<file path="src/hhfs_pkg.sv">
// ----------------------------------------------------------------------------
// hhfs_pkg
// Shared types and constants of the HTTP header field splitter.
// ----------------------------------------------------------------------------
package hhfs_pkg;

  localparam int unsigned NAME_MAX = 32;
  localparam int unsigned LEN_W    = $clog2(NAME_MAX + 1);
  localparam int unsigned NAME_AW  = (NAME_MAX > 1) ? $clog2(NAME_MAX) : 1;
  localparam int unsigned TOTAL_W  = 16;

  localparam logic [7:0] CH_CR    = 8'h0D;
  localparam logic [7:0] CH_LF    = 8'h0A;
  localparam logic [7:0] CH_COLON = 8'h3A;
  localparam logic [7:0] CH_SPACE = 8'h20;
  localparam logic [7:0] CH_TAB   = 8'h09;

  localparam logic [TOTAL_W-1:0] TOTAL_MAX = '1;

  typedef enum logic [1:0] {
    KIND_NAME  = 2'd0,
    KIND_VALUE = 2'd1,
    KIND_END   = 2'd2,
    KIND_DONE  = 2'd3
  } kind_e;

  // controller -> datapath
  typedef struct packed {
    logic  take;      // latch the input beat
    logic  apply;     // commit the state update of the latched byte
    logic  rd_load;   // read the name store at the flush index
    logic  rd_adv;    // step the flush index
    logic  out_load;  // load the output register
    kind_e out_kind;
    logic  out_run_last;
    logic  buf_clear; // end of buffer: drop line state and count
  } ctl_cmd_t;

  // datapath -> controller
  typedef struct packed {
    logic emit_end;
    logic emit_value;
    logic flush;
    logic flush_last;
    logic last;
    logic in_value;
    logic out_free;
  } dp_stat_t;

endpackage

</file>
<file path="src/hhfs_dp.sv">
// ----------------------------------------------------------------------------
// hhfs_dp
// Datapath: input latch, line state, name store, header count, output register.
// ----------------------------------------------------------------------------
module hhfs_dp import hhfs_pkg::*; (
  input  logic               clk_i,
  input  logic               rst_ni,
  input  ctl_cmd_t           cmd_i,
  output dp_stat_t           stat_o,
  input  logic [7:0]         byte_in_i,
  input  logic               last_byte_i,
  input  logic               out_stall_i,
  output logic               out_valid_o,
  output logic [1:0]         kind_o,
  output logic [7:0]         data_byte_o,
  output logic [TOTAL_W-1:0] header_total_o,
  output logic               run_last_o
);

  logic [7:0]         byte_q;
  logic               last_q;
  logic [7:0]         name_store [NAME_MAX];
  logic [7:0]         rd_data_q;
  logic [LEN_W-1:0]   pos_q, trim_q, rd_idx_q;
  logic [LEN_W-1:0]   pos_next;
  logic               in_value_q, begun_q, after_cr_q;
  logic [TOTAL_W-1:0] count_q;
  logic               out_valid_q;
  logic [1:0]         kind_q;
  logic [7:0]         data_q;
  logic [TOTAL_W-1:0] total_q;
  logic               run_last_q;

  logic swallow, eol, normal, blank, colon_hdr, name_byte, pos_room;

  assign swallow   = after_cr_q && (byte_q == CH_LF);
  assign eol       = !swallow && ((byte_q == CH_CR) || (byte_q == CH_LF));
  assign normal    = !swallow && !eol;
  assign blank     = (byte_q == CH_SPACE) || (byte_q == CH_TAB);
  assign colon_hdr = normal && !in_value_q && (byte_q == CH_COLON);
  assign name_byte = normal && !in_value_q && (byte_q != CH_COLON);
  assign pos_room  = pos_q < LEN_W'(NAME_MAX);
  assign pos_next  = pos_room ? pos_q + LEN_W'(1) : pos_q;

  always_comb begin
    stat_o.emit_end   = eol && in_value_q;
    stat_o.emit_value = normal && in_value_q && (begun_q || !blank);
    stat_o.flush      = colon_hdr && (trim_q != '0);
    stat_o.flush_last = (rd_idx_q + LEN_W'(1)) == trim_q;
    stat_o.last       = last_q;
    stat_o.in_value   = in_value_q;
    stat_o.out_free   = !out_valid_q || !out_stall_i;
  end

  always_ff @(posedge clk_i) begin
    if (cmd_i.take) begin
      byte_q <= byte_in_i;
      last_q <= last_byte_i;
    end
  end

  always_ff @(posedge clk_i) begin
    if (cmd_i.apply && name_byte && pos_room) begin
      name_store[pos_q[NAME_AW-1:0]] <= byte_q;
    end
    if (cmd_i.rd_load) begin
      rd_data_q <= name_store[rd_idx_q[NAME_AW-1:0]];
    end
  end

  always_ff @(posedge clk_i or negedge rst_ni) begin
    if (!rst_ni) begin
      pos_q      <= '0;
      trim_q     <= '0;
      in_value_q <= 1'b0;
      begun_q    <= 1'b0;
      after_cr_q <= 1'b0;
      count_q    <= '0;
      rd_idx_q   <= '0;
    end else if (cmd_i.buf_clear) begin
      pos_q      <= '0;
      trim_q     <= '0;
      in_value_q <= 1'b0;
      begun_q    <= 1'b0;
      after_cr_q <= 1'b0;
      count_q    <= '0;
    end else if (cmd_i.apply) begin
      if (swallow) begin
        after_cr_q <= 1'b0;
      end else if (eol) begin
        pos_q      <= '0;
        trim_q     <= '0;
        in_value_q <= 1'b0;
        begun_q    <= 1'b0;
        after_cr_q <= (byte_q == CH_CR);
      end else begin
        after_cr_q <= 1'b0;
        if (in_value_q) begin
          if (!blank) begin
            begun_q <= 1'b1;
          end
        end else if (colon_hdr) begin
          if (count_q != TOTAL_MAX) begin
            count_q <= count_q + TOTAL_W'(1);
          end
          in_value_q <= 1'b1;
          begun_q    <= 1'b0;
          rd_idx_q   <= '0;
        end else begin
          pos_q <= pos_next;
          if (!blank) begin
            trim_q <= pos_next;
          end
        end
      end
    end else if (cmd_i.rd_adv) begin
      rd_idx_q <= rd_idx_q + LEN_W'(1);
    end
  end

  always_ff @(posedge clk_i or negedge rst_ni) begin
    if (!rst_ni) begin
      out_valid_q <= 1'b0;
    end else if (cmd_i.out_load) begin
      out_valid_q <= 1'b1;
    end else if (!out_stall_i) begin
      out_valid_q <= 1'b0;
    end
  end

  always_ff @(posedge clk_i) begin
    if (cmd_i.out_load) begin
      kind_q     <= cmd_i.out_kind;
      run_last_q <= cmd_i.out_run_last;
      case (cmd_i.out_kind)
        KIND_NAME:  data_q <= rd_data_q;
        KIND_VALUE: data_q <= byte_q;
        default:    data_q <= '0;
      endcase
      total_q <= (cmd_i.out_kind == KIND_DONE) ? count_q : '0;
    end
  end

  assign out_valid_o    = out_valid_q;
  assign kind_o         = kind_q;
  assign data_byte_o    = data_q;
  assign header_total_o = total_q;
  assign run_last_o     = run_last_q;

endmodule

</file>
<file path="src/hhfs_ctrl.sv">
// ----------------------------------------------------------------------------
// hhfs_ctrl
// Controller: sequences one input beat through evaluation, name flush and
// end-of-buffer results.
// ----------------------------------------------------------------------------
module hhfs_ctrl import hhfs_pkg::*; (
  input  logic     clk_i,
  input  logic     rst_ni,
  input  logic     in_valid_i,
  output logic     in_stall_o,
  input  dp_stat_t stat_i,
  output ctl_cmd_t cmd_o
);

  typedef enum logic [5:0] {
    ST_IDLE     = 6'b000001,
    ST_EVAL     = 6'b000010,
    ST_NAME_RD  = 6'b000100,
    ST_NAME_OUT = 6'b001000,
    ST_FIN_END  = 6'b010000,
    ST_FIN_DONE = 6'b100000
  } state_e;

  state_e state_q, state_d;

  assign in_stall_o = (state_q != ST_IDLE);

  always_comb begin
    state_d            = state_q;
    cmd_o.take         = 1'b0;
    cmd_o.apply        = 1'b0;
    cmd_o.rd_load      = 1'b0;
    cmd_o.rd_adv       = 1'b0;
    cmd_o.out_load     = 1'b0;
    cmd_o.out_kind     = KIND_END;
    cmd_o.out_run_last = 1'b0;
    cmd_o.buf_clear    = 1'b0;
    unique case (state_q)
      ST_IDLE: begin
        if (in_valid_i) begin
          cmd_o.take = 1'b1;
          state_d    = ST_EVAL;
        end
      end
      ST_EVAL: begin
        if (stat_i.emit_end || stat_i.emit_value) begin
          if (stat_i.out_free) begin
            cmd_o.apply        = 1'b1;
            cmd_o.out_load     = 1'b1;
            cmd_o.out_kind     = stat_i.emit_end ? KIND_END : KIND_VALUE;
            cmd_o.out_run_last = !stat_i.last;
            state_d            = stat_i.last ? ST_FIN_END : ST_IDLE;
          end
        end else if (stat_i.flush) begin
          cmd_o.apply = 1'b1;
          state_d     = ST_NAME_RD;
        end else begin
          cmd_o.apply = 1'b1;
          state_d     = stat_i.last ? ST_FIN_END : ST_IDLE;
        end
      end
      ST_NAME_RD: begin
        cmd_o.rd_load = 1'b1;
        state_d       = ST_NAME_OUT;
      end
      ST_NAME_OUT: begin
        if (stat_i.out_free) begin
          cmd_o.out_load     = 1'b1;
          cmd_o.out_kind     = KIND_NAME;
          cmd_o.out_run_last = stat_i.flush_last && !stat_i.last;
          cmd_o.rd_adv       = 1'b1;
          if (stat_i.flush_last) begin
            state_d = stat_i.last ? ST_FIN_END : ST_IDLE;
          end else begin
            state_d = ST_NAME_RD;
          end
        end
      end
      ST_FIN_END: begin
        if (!stat_i.in_value) begin
          state_d = ST_FIN_DONE;
        end else if (stat_i.out_free) begin
          cmd_o.out_load = 1'b1;
          cmd_o.out_kind = KIND_END;
          state_d        = ST_FIN_DONE;
        end
      end
      ST_FIN_DONE: begin
        if (stat_i.out_free) begin
          cmd_o.out_load     = 1'b1;
          cmd_o.out_kind     = KIND_DONE;
          cmd_o.out_run_last = 1'b1;
          cmd_o.buf_clear    = 1'b1;
          state_d            = ST_IDLE;
        end
      end
      default: state_d = ST_IDLE;
    endcase
  end

  always_ff @(posedge clk_i or negedge rst_ni) begin
    if (!rst_ni) begin
      state_q <= ST_IDLE;
    end else begin
      state_q <= state_d;
    end
  end

endmodule

</file>
<file path="src/http_header_field_splitter_unit.sv">
// ----------------------------------------------------------------------------
// http_header_field_splitter_unit
// Splits a raw header block into name bytes, value bytes and header-end and
// buffer-done beats.
// ----------------------------------------------------------------------------
// One input byte is handled at a time: each byte is accepted, then evaluated;
// a colon that ends a name then reads and outputs each name byte up to the
// trimmed length (registered name store read, then output load), and the
// final byte of a buffer then gives the header-end beat, if a value is open,
// and the done beat. Output stall holds the block in the step that loads the
// output; a single output register lets the next byte be accepted while the last result is still waiting.
module http_header_field_splitter_unit import hhfs_pkg::*; (
  input  logic               clk_i,
  input  logic               rst_ni,
  input  logic               in_valid_i,
  output logic               in_stall_o,
  input  logic [7:0]         byte_in_i,
  input  logic               last_byte_i,
  output logic               out_valid_o,
  input  logic               out_stall_i,
  output logic [1:0]         kind_o,
  output logic [7:0]         data_byte_o,
  output logic [TOTAL_W-1:0] header_total_o,
  output logic               run_last_o
);

  ctl_cmd_t cmd;
  dp_stat_t stat;

  hhfs_ctrl u_ctrl (
    .clk_i      (clk_i),
    .rst_ni     (rst_ni),
    .in_valid_i (in_valid_i),
    .in_stall_o (in_stall_o),
    .stat_i     (stat),
    .cmd_o      (cmd)
  );

  hhfs_dp u_dp (
    .clk_i          (clk_i),
    .rst_ni         (rst_ni),
    .cmd_i          (cmd),
    .stat_o         (stat),
    .byte_in_i      (byte_in_i),
    .last_byte_i    (last_byte_i),
    .out_stall_i    (out_stall_i),
    .out_valid_o    (out_valid_o),
    .kind_o         (kind_o),
    .data_byte_o    (data_byte_o),
    .header_total_o (header_total_o),
    .run_last_o     (run_last_o)
  );

endmodule

</file>
<file path="config.mk">
export PLATFORM = sky130hd
export DESIGN_NAME = http_header_field_splitter_unit
export DESIGN_NICKNAME = d
export VERILOG_FILES = /design/src/hhfs_pkg.sv /design/src/hhfs_dp.sv /design/src/hhfs_ctrl.sv /design/src/http_header_field_splitter_unit.sv
export SDC_FILE = /design/constraint.sdc
export NUM_CORES = 1
export LEC_CHECK = 0
export CELL_PAD_IN_SITES_DETAIL_PLACEMENT = 0
export CELL_PAD_IN_SITES_GLOBAL_PLACEMENT = 1
export CORE_MARGIN = 2
export CORE_UTILIZATION = 29
export CTS_CLUSTER_DIAMETER = 30
export DETAILED_ROUTE_END_ITERATION = 8
export DONT_BUFFER_PORTS = 1
export PLACE_DENSITY = 0.53
export SYNTH_ARGS = -nofsm -noshare
export SYNTH_HDL_FRONTEND = slang
export SYNTH_HIERARCHICAL = 1
export SYNTH_SLANG_ARGS = --single-unit
</file>
<file path="constraint.sdc">
create_clock -name clk_i -period 8.9 [get_ports clk_i]
set_input_delay 0.445 -clock clk_i [delete_from_list [all_inputs] [get_ports clk_i]]
set_output_delay 0.445 -clock clk_i [all_outputs]
set_load 0.02 [all_outputs]
</file>
# After elaboration in Yosys (flattened, before gate mapping)
# Memories as Yosys holds them, arrays and structs flattened. A register that Yosys moved wholly into a read port is not among the register bits.
# Cells that the tools add are included.
[totals]
memories = 1
ff_bits = 80
mem_bits_rw = 256
[mem_list]
columns = ["name", "words", "width", "rd", "rd_ports_with_merged_regs", "wr", "line", "source"]
rows = [
  ["u_dp.name_store", 32, 8, 1, 1, 1, "hhfs_dp.sv:22", "logic [7:0] name_store [NAME_MAX];"],
]
[op_classes]
n_eq_ne = 34
bitwise = 1
addsub = 3
n_reduce_logical = 39
muxes = 77
n_lt_le_gt_ge = 1
[ops]
columns = ["op", "count"]
rows = [
  ["6-bit 2-to-1 mux", 29],
  ["16-bit 2-to-1 mux", 7],
  ["6-bit case mux with 6 select lines", 1],
  ["1-bit 2-to-1 mux", 29],
  ["8-bit by 4-bit equality test with 1-bit output (second input constant)", 3],
  ["2-bit inequality test (second input constant)", 10],
  ["16-bit by 1-bit adder with 16-bit output (second input constant)", 1],
  ["8-bit by 6-bit equality test with 1-bit output (second input constant)", 2],
  ["16-bit inequality test (second input constant)", 1],
  ["8-bit case mux with 2 select lines", 1],
  ["5-bit 2-to-1 mux", 3],
  ["1-bit logical AND", 13],
  ["6-bit by 1-bit adder with 6-bit output (second input constant)", 2],
  ["3-bit case mux with 4 select lines", 1],
  ["6-bit AND reduction", 2],
  ["5-bit AND reduction", 2],
  ["3-bit inequality test (second input constant)", 3],
  ["4-bit 2-to-1 mux", 2],
  ["8-bit by 6-bit inequality test with 1-bit output (second input constant)", 1],
  ["4-bit AND reduction", 2],
  ["2-bit nonzero test", 4],
  ["1-bit zero test", 7],
  ["6-bit by 1-bit equality test with 1-bit output (second input constant)", 1],
  ["6-bit by 2-bit equality test with 1-bit output (second input constant)", 1],
  ["other kinds (21)", 27],
]

# Logic depth before layout (Yosys ltp)
[depth]
depth_word = 15
ltp_mapped = 12
mapped_depth_nobuf = 11

# Modules after synthesis
# Netlist, hierarchy kept.
[by_module_without_submodules]
columns = ["module", "cells_each", "n_inst", "area_per_inst_um2"]
rows = [
  ["hhfs_dp", 758, 1, 13808.2],
  ["hhfs_ctrl", 69, 1, 558.0],
]

# Least setup slack after synthesis
# OpenSTA, ideal clock, no wires.
[synth_timing]
path_type = "register to register"
from = "reg u_dp.byte_q[4]"
to = "mem u_dp.name_store[15][0], enable pin"
path_stages_with_launch = 11
path_buffers = 0
path_slack_ns = 5.464
arrival_time_ns = 3.065
synth_period_minus_slack_ns = 3.436
required_time_ns = 8.530
path_cell_list = "edfxtp_1 -> nor3_1 -> o211ai_1 -> o211a_1 -> nor2_1 -> nor2_1 -> nor2_1 -> inv_1 -> a2111oi_2 -> nand2_1 -> nor2_1"
[synth_rtl]
columns = ["element", "line", "source"]
rows = [
  ["from (decl)", "hhfs_dp.sv:20", "logic [7:0] byte_q;"],
  ["from (signal assigned)", "hhfs_dp.sv:57", "byte_q <= byte_in_i;"],
  ["to (decl)", "hhfs_dp.sv:22", ""],
]

==> flow_metrics.env <==
export IMPL_cp_common_cell="nor2_1"
export IMPL_cts_tree="built"
export IMPL_comb_power_share_pct=10.4
export IMPL_hold_viol=0
export IMPL_slowest_delay_ns=0.74
export IMPL_yosysSeqAreaShare_pct=70.4
export IMPL_report_final_slew_viol_count=0
export IMPL_drt_iter0_drc=686
export IMPL_dieHeight_um=227
export IMPL_sw_frac_of_total_pct=24.7
export IMPL_layout_cells_non_filler=1604
export IMPL_area_growth_pct=23.1
export IMPL_clk_pin_slew_ns=0.05
export IMPL_power_switching_mw=1.28
export IMPL_critPathRequiredTime_ns=9.08
export IMPL_grt_max_degree=70
export IMPL_core_rowCount=81
export IMPL_syn_area_sq_um=14400
export IMPL_fin_skew_ns=0.0249
export IMPL_rsz0062_at_grt="no"
export IMPL_grt_pass1_vias=7967
export IMPL_routed_via_density=4.78
export IMPL_first_pass_iters=5
export IMPL_fillers=4533
export IMPL_ios=42
export IMPL_final_cell_mix="edfxtp_1, mux4_2, clkbuf_16"
export IMPL_root_buffer="clkbuf_16"
export IMPL_wl_mm=34.6
export IMPL_clockBufferDepth=3
export IMPL_critPathLaunchType="flip-flop"
export IMPL_drive_gt1_share_pct=24.8
export IMPL_power_total_mw=5.21
export IMPL_synth_net_count=846
export IMPL_die_width_um=227
export IMPL_wl_per_cell_um=21.6
export IMPL_gr_total_overflow=0
export IMPL_synthArstFlopShare_pct=12.8
export IMPL_htree_num_levels=3
export IMPL_power_internal_mw=3.93
export IMPL_cp_startpoint="u_dp/byte_q[4]"
export IMPL_r2r_start="u_dp/byte_q[4]"
export IMPL_hold_ws_ns=0.0804
export IMPL_vias=7661
export IMPL_min_period_ns=4.56
export IMPL_register_area_sq_um=10100
export IMPL_grt_usage_pct=13.8
export IMPL_hp_start="in_valid_i"
export IMPL_pwr_share_seq_pct=38.5
export IMPL_crit_type="reg -> reg"
export IMPL_clock_sinks=344
export IMPL_clk_insertion_delay_late_ns=0.56
export IMPL_finalWeightedCongestion=0.763
export IMPL_ff2ff_setup_slack_ns=4.34
export IMPL_portBuffers=0
export IMPL_path_buf_inv=3
export IMPL_tightest_slew_ns=1.04
export IMPL_dp_hpwl_mm=21.6
export IMPL_grt_pass1_wl_mm=52.2
export IMPL_status="finished clean"
export IMPL_antenna_found_initial=1
export IMPL_drc=0
export IMPL_cts_repair_resized=0
export IMPL_max_freq_mhz=219
export IMPL_syn_area_per_cell_sq_um=17.4
export IMPL_setup_viol=0
export IMPL_layout_commonest_cell="edfxtp_1"
export IMPL_crit_fanout=37
export IMPL_synth_edff_count=300
export IMPL_power_leakage_nw=5.82
export IMPL_antenna_left=0
export IMPL_cts_made_buffers=70
export IMPL_synthFlopType="edfxtp_1"
export IMPL_yosysWarnings=6
export IMPL_min_period_over_period_pct=51.2
export IMPL_ir_drop_mv=0.114
export IMPL_drv_cap=0
export IMPL_antenna_cells=0
export IMPL_relSlewSlack_pct=30.7
export IMPL_crit_chain="buf_4 > nor3_1 > o211ai_1 > o211a_1 > nor2_1 > nor2_1 > nor2_1 > buf_4 > inv_1 > a2111oi_2 > nand2_1 > nor2_1"
export IMPL_yosysUniqueCellTypes=67
export IMPL_tns_ns=0
export IMPL_dpl_cell_count=1466
export IMPL_die_area_sq_um=51300
export IMPL_coreArea_sq_um=49000
export IMPL_start_util_pct=29.3
export IMPL_syn_inst=827
export IMPL_power_density_nw_per_um2=295
export IMPL_arrival_ns=4.74
export IMPL_slowest_stage="nor2_1"
export IMPL_endpoint_kind="flip-flop"
export IMPL_layout_nets=904
export IMPL_synth_seq_cells=344
export IMPL_multi_input_area_sq_um=4010
export IMPL_critical_path_top_delay_family="simple AND/OR/NAND/NOR gates"
export IMPL_clkPwrFrac_pct=51.1
export IMPL_hp_class="in -> reg"
==> flip-flops by register name (all words and copies together) (netlist names), 6 cells and up <==
name,cells
u_dp/data_byte_o,8
u_dp/rd_idx_q,6
u_dp/trim_q,6
u_dp/byte_q,8
u_dp/header_total_o,16
u_dp/name_store,256
u_dp/pos_q,6
u_dp/rd_data_q,8
u_ctrl/state_q,6
u_dp/count_q,16
==> cell type report <==
cell class	instances	area share (%)
clock buffers	83	10.6
well taps	664	4.70
multi-input cells	428	22.7
inverters	15	0.318
repair buffers	26	1.36
flip-flops and latches	344	57.2
clock inverters	44	3.17
==> path summary, 6_finish.rpt <==
| kind | end | cells after the start |
|---|---|---|
| min in group asynchronous | u_dp/count_q[14] | 2 |
| worst min-delay path | u_ctrl/state_q[1] | 2 |
| worst max-delay path | u_dp/name_store[22][1] | 12 |
| worst max register to register | u_dp/name_store[22][1] | 12 |
| worst min register to register | u_dp/begun_q | 2 |
| max in group asynchronous | u_ctrl/state_q[0] | 2 |
==> what timing repair did <==
item,in CTS,in global routing
buffers inserted,0,0
hold endpoints to repair,53,0
hold buffers,11,0
==> worst reg2reg max path, stage by stage (launching register included) <==
cell and delay [ns]:
edfxtp_1 0.35, buf_4 0.28, nor3_1 0.50, o211ai_1 0.24, o211a_1 0.30, nor2_1 0.19, nor2_1 0.08, nor2_1 0.11
buf_4 0.20, inv_1 0.12, a2111oi_2 0.48, nand2_1 0.57, nor2_1 0.74
==> Yosys cell counts, types with 9 or more instances <==
master,n,area share (%)
nor2b_1,13,0.57
mux4_2,77,12
clkbuf_1,20,0.52
edfxtp_1,300,63
inv_1,15,0.39
o21ai_0,21,0.73
mux2_2,9,0.71
nor2_1,69,1.8
and3_1,18,0.78
nand3_1,19,0.66
nand2_1,26,0.68
a21oi_1,16,0.56
dfrtp_1,43,7.5
nor3_1,9,0.31
mux2i_1,13,0.91
o2bb2ai_1,11,0.67
xnor2_1,12,0.73
==> power by group through the flow <==
stage / Combinational (mW) / Clock, mW / Sequential [mW]
global placement: 0.542 / 0 / 2.04
global route: 0.598 / 2.80 / 2.02
finish: 0.542 / 2.66 / 2.01
CTS: 0.557 / 2.72 / 2.01
detailed placement: 0.544 / 0 / 2.04
floorplan: 0.360 / 0 / 2.03
==> per-stage QoR <==
stage                     utilization, %  instance area [sq um]  worst slack, ns
final                               36.1                  17700             4.34
after global placement              30.9                  15100             4.50
after global routing                36.1                  17700             3.91
after CTS                           36.1                  17700             4.33
after floorplan                        -                  14400             5.46
after detailed placement            30.9                  15100             4.36
==> logic make-up after synthesis <==
family	share of synthesized area, %
flip-flops	70.4
AND/OR/NAND/NOR	7.79
multiplexers	14.0
AO/OA/AOI/OAI	4.49
buffers and inverters	1.81
XOR/XNOR	1.04
adder cells (fa/ha/maj)	0.523
==> routing by layer <==
layer / vias to the layer above / share of wire [%] / track usage, %
li1: 3450 / - / -
met1: 3955 / 48 / 20.0
met2: 206 / 46 / 20.8
met3: 48 / 4.8 / 3.23
met4: 2 / 1.7 / 3.99
met5: - / 0.038 / 0
No activity file was read; power rests on OpenSTA's default activity.
